## config.mk

```make
export PLATFORM = sky130hd
export DESIGN_NAME = route_table_update_and_aging
export DESIGN_NICKNAME = d
export VERILOG_FILES = /design/src/hdl/rtua_pkg.sv /design/src/hdl/route_table_update_and_aging.sv /design/src/hdl/rtua_cell.sv
export SDC_FILE = /design/constraint.sdc
export NUM_CORES = 2
export LEC_CHECK = 0
export BUFFER_PORTS_ARGS = -buffer_cell sky130_fd_sc_hd__buf_2
export CAP_MARGIN = 30
export CORE_AREA = 2 2 380 382
export DETAILED_ROUTE_END_ITERATION = 6
export DIE_AREA = 0 0 382 384
export GPL_TIMING_DRIVEN = 0
export PLACE_DENSITY = 0.8
export SETUP_SLACK_MARGIN = 0.4
export SYNTH_ARGS = -nofsm -noshare
export SYNTH_HDL_FRONTEND = slang
export SYNTH_SLANG_ARGS = --single-unit
```

## constraint.sdc

```tcl
create_clock -name clk -period 11.55 [get_ports clk]
set_input_delay 1.155 -clock clk [delete_from_list [all_inputs] [get_ports clk]]
set_output_delay 1.155 -clock clk [all_outputs]
set_load 0.005 [all_outputs]
```

## src/hdl/rtua_pkg.sv

```systemverilog
// ----------------------------------------------------------------------------
// Route table package
// Shared types and constants of the route table with route aging.
// ----------------------------------------------------------------------------
`default_nettype none

package rtua_pkg;

  localparam int unsigned TABLE_DEPTH_DEFAULT = 16;
  localparam logic [15:0] DEACTIVATE_RESET = 16'd180;
  localparam logic [4:0] METRIC_INF = 5'd16;
  localparam logic [15:0] TICK_MAX = 16'hFFFF;
  localparam logic [4:0] COUNT_MAX = 5'd31;

  typedef enum logic [1:0] {
    ACT_UPDATE = 2'd0,
    ACT_TICK   = 2'd1,
    ACT_LOOKUP = 2'd2,
    ACT_NONE   = 2'd3
  } action_t;

  typedef enum logic [1:0] {
    SEL_HOP    = 2'd0,
    SEL_PORT   = 2'd1,
    SEL_ADDR   = 2'd2,
    SEL_METRIC = 2'd3
  } sel_t;

  typedef struct packed {
    action_t     action;
    logic [15:0] hop;
    logic [15:0] port;
    logic [15:0] addr;
    logic [4:0]  metric;
    sel_t        sel;
    logic        hit;
    logic        created;
    logic [15:0] value;
  } link_t;

endpackage

`default_nettype wire

```

## src/hdl/route_table_update_and_aging.sv

```systemverilog
// ----------------------------------------------------------------------------
// Route table update and aging
// Distance-vector route table keyed by next hop, with per-route aging.
//
//   channel   direction  handshake            payload
//   command   in         start, busy          action, hop_id, out_port,
//                                             dest_addr, route_metric,
//                                             field_select
//   result    out        done                 found, field_value,
//                                             table_full, entry_count
//   config    in         cfg_we               cfg_wdata (deactivate_time)
//
// A command is registered at the input, walks the row of cells, one cell per
// cycle, and its result is registered at the output; busy stays high until the
// result is registered. The result is on the ports for one cycle with done.
// Reset clears all route valid bits at once and sets deactivate_time to 180.
// The receiver cannot stall; commands wait only on busy.
// ----------------------------------------------------------------------------
`default_nettype none

module route_table_update_and_aging #(
  parameter int unsigned TABLE_DEPTH = rtua_pkg::TABLE_DEPTH_DEFAULT
) (
  input  wire logic        clk,
  input  wire logic        rst,
  input  wire logic        start,
  output logic             busy,
  input  wire logic [1:0]  action,
  input  wire logic [15:0] hop_id,
  input  wire logic [15:0] out_port,
  input  wire logic [15:0] dest_addr,
  input  wire logic [4:0]  route_metric,
  input  wire logic [1:0]  field_select,
  input  wire logic        cfg_we,
  input  wire logic [15:0] cfg_wdata,
  output logic             done,
  output logic             found,
  output logic [15:0]      field_value,
  output logic             table_full,
  output logic [4:0]       entry_count
);

  localparam int unsigned COUNT_W = $clog2(TABLE_DEPTH + 1);
  localparam int unsigned EXT_W = (COUNT_W > 5) ? COUNT_W : 5;
  localparam logic [4:0] FULL_COUNT =
    (TABLE_DEPTH > 31) ? rtua_pkg::COUNT_MAX : 5'(TABLE_DEPTH);

  logic [15:0]         deactivate_time;
  logic [COUNT_W-1:0]  count;
  logic [COUNT_W-1:0]  count_next;
  logic [EXT_W-1:0]    count_ext;
  logic                accept;
  rtua_pkg::link_t     tail;

  logic                link_valid [TABLE_DEPTH+1];
  rtua_pkg::link_t     link       [TABLE_DEPTH+1];

  assign accept = start && !busy;
  assign tail   = link[TABLE_DEPTH];

  always_ff @(posedge clk) begin
    if (rst) begin
      deactivate_time <= rtua_pkg::DEACTIVATE_RESET;
    end else if (cfg_we) begin
      deactivate_time <= cfg_wdata;
    end
  end

  always_ff @(posedge clk) begin
    if (rst) begin
      link_valid[0] <= 1'b0;
    end else begin
      link_valid[0] <= accept;
    end
  end

  always_ff @(posedge clk) begin
    if (accept) begin
      link[0].action  <= rtua_pkg::action_t'(action);
      link[0].hop     <= hop_id;
      link[0].port    <= out_port;
      link[0].addr    <= dest_addr;
      link[0].metric  <= route_metric;
      link[0].sel     <= rtua_pkg::sel_t'(field_select);
      link[0].hit     <= 1'b0;
      link[0].created <= 1'b0;
      link[0].value   <= '0;
    end
  end

  for (genvar i = 0; i < TABLE_DEPTH; i++) begin : g_cell
    rtua_cell u_cell (
      .clk             (clk),
      .rst             (rst),
      .deactivate_time (deactivate_time),
      .in_valid        (link_valid[i]),
      .in_link         (link[i]),
      .out_valid       (link_valid[i+1]),
      .out_link        (link[i+1])
    );
  end

  assign count_next = count + COUNT_W'(tail.created);
  assign count_ext  = EXT_W'(count_next);

  always_ff @(posedge clk) begin
    if (rst) begin
      busy  <= 1'b0;
      done  <= 1'b0;
      count <= '0;
    end else begin
      done <= link_valid[TABLE_DEPTH];
      if (accept) begin
        busy <= 1'b1;
      end else if (link_valid[TABLE_DEPTH]) begin
        busy <= 1'b0;
      end
      if (link_valid[TABLE_DEPTH]) begin
        count <= count_next;
      end
    end
  end

  always_ff @(posedge clk) begin
    if (link_valid[TABLE_DEPTH]) begin
      found       <= (tail.action == rtua_pkg::ACT_LOOKUP) && tail.hit;
      field_value <= tail.value;
      table_full  <= (tail.action == rtua_pkg::ACT_UPDATE) && !tail.hit;
      entry_count <= (count_ext > EXT_W'(rtua_pkg::COUNT_MAX)) ?
                     rtua_pkg::COUNT_MAX : count_ext[4:0];
    end
  end

`ifndef SYNTHESIS
  a_done_after_busy: assert property (@(posedge clk) disable iff (rst)
    done |-> $past(busy))
    else $error("result without a command in flight");

  a_accept_sets_busy: assert property (@(posedge clk) disable iff (rst)
    (start && !busy) |=> busy)
    else $error("busy not raised after command transfer");

  a_full_only_when_full: assert property (@(posedge clk) disable iff (rst)
    (done && table_full) |-> (entry_count == FULL_COUNT))
    else $error("update dropped while the table had room");

  a_found_not_full: assert property (@(posedge clk) disable iff (rst)
    done |-> !(found && table_full))
    else $error("lookup hit and dropped update in one result");
`endif

endmodule

`default_nettype wire

```

## src/hdl/rtua_cell.sv

```systemverilog
// ----------------------------------------------------------------------------
// Route table cell
// Holds one route, applies the passing command to it and forwards the command.
// ----------------------------------------------------------------------------
`default_nettype none

module rtua_cell (
  input  wire logic           clk,
  input  wire logic           rst,
  input  wire logic [15:0]    deactivate_time,
  input  wire logic           in_valid,
  input  wire rtua_pkg::link_t in_link,
  output logic                out_valid,
  output rtua_pkg::link_t     out_link
);

  logic        valid;
  logic [15:0] hop;
  logic [15:0] port;
  logic [15:0] addr;
  logic [4:0]  metric;
  logic        inactive;
  logic [15:0] active_ticks;
  logic [15:0] garbage_ticks;

  logic        valid_next;
  logic [15:0] hop_next;
  logic [15:0] port_next;
  logic [15:0] addr_next;
  logic [4:0]  metric_next;
  logic        inactive_next;
  logic [15:0] active_next;
  logic [15:0] garbage_next;
  rtua_pkg::link_t link_next;

  logic        match;
  logic [5:0]  metric_sum;

  assign match      = valid && (hop == in_link.hop) && !in_link.hit;
  assign metric_sum = {1'b0, in_link.metric} + {1'b0, metric};

  always_comb begin
    valid_next    = valid;
    hop_next      = hop;
    port_next     = port;
    addr_next     = addr;
    metric_next   = metric;
    inactive_next = inactive;
    active_next   = active_ticks;
    garbage_next  = garbage_ticks;
    link_next     = in_link;
    if (in_valid) begin
      case (in_link.action)
        rtua_pkg::ACT_UPDATE: begin
          if (match) begin
            link_next.hit = 1'b1;
            if (!inactive) begin
              if (metric_sum >= {1'b0, rtua_pkg::METRIC_INF}) begin
                addr_next     = in_link.addr;
                metric_next   = rtua_pkg::METRIC_INF;
                inactive_next = 1'b1;
              end else if (metric > in_link.metric) begin
                addr_next   = in_link.addr;
                metric_next = in_link.metric;
              end
              active_next  = '0;
              garbage_next = '0;
            end else if ((in_link.metric < rtua_pkg::METRIC_INF) &&
                         (metric > in_link.metric)) begin
              addr_next     = in_link.addr;
              metric_next   = in_link.metric;
              inactive_next = 1'b0;
              active_next   = '0;
              garbage_next  = '0;
            end
          end else if (!valid && !in_link.hit) begin
            link_next.hit     = 1'b1;
            link_next.created = 1'b1;
            valid_next        = 1'b1;
            hop_next          = in_link.hop;
            port_next         = in_link.port;
            addr_next         = in_link.addr;
            metric_next       = in_link.metric;
            inactive_next     = 1'b0;
            active_next       = '0;
            garbage_next      = '0;
          end
        end
        rtua_pkg::ACT_TICK: begin
          if (valid) begin
            if (port != '0) begin
              if (!inactive) begin
                if (active_ticks != rtua_pkg::TICK_MAX) begin
                  active_next = active_ticks + 16'd1;
                end
              end else if (garbage_ticks != rtua_pkg::TICK_MAX) begin
                garbage_next = garbage_ticks + 16'd1;
              end
            end
            if (active_next > deactivate_time) begin
              active_next   = '0;
              metric_next   = rtua_pkg::METRIC_INF;
              inactive_next = 1'b1;
            end
          end
        end
        rtua_pkg::ACT_LOOKUP: begin
          if (match) begin
            link_next.hit = 1'b1;
            case (in_link.sel)
              rtua_pkg::SEL_HOP:    link_next.value = hop;
              rtua_pkg::SEL_PORT:   link_next.value = port;
              rtua_pkg::SEL_ADDR:   link_next.value = addr;
              rtua_pkg::SEL_METRIC: link_next.value = {11'd0, metric};
              default:              link_next.value = '0;
            endcase
          end
        end
        default: begin
        end
      endcase
    end
  end

  always_ff @(posedge clk) begin
    if (rst) begin
      valid     <= 1'b0;
      out_valid <= 1'b0;
    end else begin
      valid     <= valid_next;
      out_valid <= in_valid;
    end
  end

  always_ff @(posedge clk) begin
    hop           <= hop_next;
    port          <= port_next;
    addr          <= addr_next;
    metric        <= metric_next;
    inactive      <= inactive_next;
    active_ticks  <= active_next;
    garbage_ticks <= garbage_next;
    out_link      <= link_next;
  end

endmodule

`default_nettype wire

```

==> metrics.txt <==
Switching Fraction=21.5%; layout cells sized above 1=10.6%; Fin. Hold Viols=0; Synth area leaders=edfxtp_1, dfxtp_1, ha_1; total leakage power=39.5 nW; Worst-Skew Late Latency=0.88 ns; via count=57200; DRT antenna net count=0; Post-Syn Area=92200 sq um; Post-synth EDFFs=1200; Clock Pin Slew Worst Setup and Hold Paths=0.07 ns; Worst Hold Path EP=g_cell[13].u_cell.out_link[20]$_DFF_P_; area leader, netlist=edfxtp_1; Hold Crit Class=register to register; fill count=8788; share of the clock period used by the worst path=50.8%; FF-to-FF setup slack=5.69 ns; first-pass GRT wire length=331000 um; asr flop ratio synth=0%; post-synth top area share=39.1%; clk root buf=clkbuf_16; largest net degree at the start of global routing=42; Critical Path Start=g_cell[3].u_cell.port[8]$_DFFE_PP_; Seq/Total Area, Yosys=65.1%; starting density of the core=64.6%; Combinational Power Share=3.6%; CP startpoint kind=register; I/O pin count=102; Slowest-stage cell, CP=o211ai_1; Max-Cap Viols=0; Final Instance Area=104000 sq um; top-count cell post-synth=dfxtp_1; # DRC=0; final net count=7924; ys flop type=dfxtp_1; hold wc startpoint=g_cell[12].u_cell.out_link[20]$_DFF_P_; post-route setup TNS=0 ns; maximum vdd drop=156 uV; CTS tree=yes; minimum clock period=5.86 ns; htree depth=4; IO buf count=99; CP max stage delay=0.89 ns; FF+latch count, synth=2401; Final Setup Violations=0; GPL Wtd Cong=0.974; Rel. slew slack=24.9%; vias in the first global route=57200; Clock Power Share=43.2%; hold depth=0; CTS Sinks=2401; Yosys warning total=0; Clock Tree Buf Depth=3; Synth Area per Inst=13.1 sq um; Fmax achieved=171 MHz; worst r2r src=g_cell[3].u_cell.port[8]$_DFFE_PP_; Worst EP required=12.01 ns; total gr overflow=0; Crit Reg-Reg Endpoint=g_cell[3].u_cell.metric[1]$_SDFFCE_PP0P_; cts hold-fix bufs=0; Synth cell types=80; full die area=147000 sq um; initial antenna violation count=1; CP Capture Type=register; P&R area growth vs syn=13.0%; crit-path cells=nor4_1, a41oi_1, and2_1, clkbuf_1, nand3_1, xnor2_1, ha_1, nand4_1, a21oi_1, a211oi_1, o31a_1, o211ai_1, nor4bb_1; CTS buffer count=217; post-cts resize count=0; Vias/cell=6.01; status=complete, no violations; Syn Nets=7540; Setup Skew=0.0921 ns; Die Wd=382 um; WL/cell=23.0 um; Pwr Total=17.6 mW; Internal=13.8 mW; placed cell count=9094; Area after DPL=96300 sq um; Setup Buffers After CTS=0; Initial DRT Pass Iterations=6; Pwr per Cell Area=169 nW/um^2; row cnt=139; fin. max-slew vios=0; Reg power frac=53.2%; Post-DP HPWL=160000 um; CP max FO=10; RSZ-0062 raised after global routing=no; Worst Setup Path Type=register to register; core area=143000 sq um; DRT iter0 DRCs=5752; Layout Cells excl Fill=9512; CP Data Arrival Time=6.33 ns; R2R cell count=13; Gate Count Post-Synth=7029; Total GRT Usage=29.4%; total wire length=218000 um; top cells by count, synth=dfxtp_1, edfxtp_1, nor2_1, ha_1, nand2_1; Antenna diodes=0; Net Sw Power=3.79 mW; Slew @ Worst Pin=1.12 ns; die span in y=384 um
worst max-delay path, delay by kind of cell (launching register included):
kind                       cells  cell delay [ns]
adders and majority gates      1             0.33
buffers and inverters          1             0.26
xor gates and xnor gates       1             0.10
AOI/OAI and AO/OA              5             2.03
DFF                            1             0.41
and+or+nand+nor                5             2.32
cells by family (layout without fill, tap and decap cells):
family	Yosys count	after routing	synth area share [%]
flops	2401	2401	65.1
xor+xnor	442	442	4.20
compound gates	911	911	6.03
mux	405	405	5.66
fa+ha+maj	434	434	5.89
simple gates	2001	2001	11.3
buf+inv	435	1015	1.80
power groups by stage:
stage	registers [mW]	logic [mW]	clock network, mW
floorplan	9.42	0.415	0
global placement	9.52	0.554	0
detailed placement	9.53	0.610	0
CTS	9.35	0.620	7.66
global route	9.36	0.687	7.98
finish	9.35	0.628	7.59
worst max path at each step:
stage | end | depth (start not counted)
3_5_place_dp | g_cell[3].u_cell.metric[1]$_SDFFCE_PP0P_ | 13
6_report | g_cell[3].u_cell.metric[1]$_SDFFCE_PP0P_ | 13
4_1_cts | g_cell[3].u_cell.metric[1]$_SDFFCE_PP0P_ | 13
5_1_grt | g_cell[3].u_cell.metric[2]$_SDFFCE_PP0P_ | 13
3_3_place_gp | g_cell[9].u_cell.addr[13]$_DFFE_PP_ | 3
2_1_floorplan | g_cell[9].u_cell.addr[0]$_DFFE_PP_ | 3
flip-flops by register name (all words and copies together), names as in the netlist, 57 cells and up:
signal,cells
g_cell.u_cell.out_link,1145
g_cell.u_cell.port,256
g_cell.u_cell.hop,256
g_cell.u_cell.addr,256
link,57
g_cell.u_cell.active_ticks,256
g_cell.u_cell.metric,80
cell type report:
class	count	area [sq um]	share of cell area, %
clock inverter	109	1380	1.32
clock buffer	306	6430	6.18
timing repair buffer	165	1660	1.59
sequential	2401	60100	57.7
multi-input combinational	4193	30600	29.4
inverter	276	1040	0.994
tap	1903	2380	2.29
buffer	159	622	0.597
through the flow:
step                      hold WS [ns]  setup slack (ns)  util, %
after detailed placement         0.334              6.12     67.5
after global placement           0.330              5.01     66.6
after CTS                        0.316              5.94     72.9
final                            0.322              5.69     73.0
after global routing             0.332              5.38     73.0
after floorplan                  0.327              6.43        -
layout by cell type (no fill, tap or decap), drive strengths merged, types with 26 or more instances in the layout:
| cell | Yosys | final |
|---|---|---|
| dfxtp | 1201 | 1201 |
| edfxtp | 1200 | 1200 |
| nor2 | 463 | 463 |
| clkbuf | 146 | 453 |
| ha | 434 | 434 |
| nand2 | 403 | 403 |
| a21oi | 324 | 324 |
| xnor2 | 301 | 301 |
| inv | 276 | 282 |
| o21ai | 259 | 259 |
| mux2i | 205 | 205 |
| nand4 | 199 | 199 |
| nor2b | 181 | 181 |
| buf | 13 | 177 |
| nand3 | 144 | 144 |
| and2 | 143 | 143 |
| xor2 | 141 | 141 |
| mux2 | 120 | 120 |
| nor4 | 95 | 95 |
| and3 | 93 | 93 |
| mux4 | 80 | 80 |
| clkinv | 0 | 77 |
| nor3 | 71 | 71 |
| nand2b | 51 | 51 |
| a21o | 48 | 48 |
| and4 | 41 | 41 |
| o21a | 35 | 35 |
| o211ai | 28 | 28 |
| a31oi | 26 | 26 |
metal layers:
layer	global-route usage [%]	wire (um)	vias to the layer above
li1	-	-	26300
met1	36.3	85400	28000
met2	52.5	111000	2388
met3	4.35	14300	515
met4	11.0	8150	0
met5	0	0	-
Note: power is estimated with default switching activity, not from simulation.
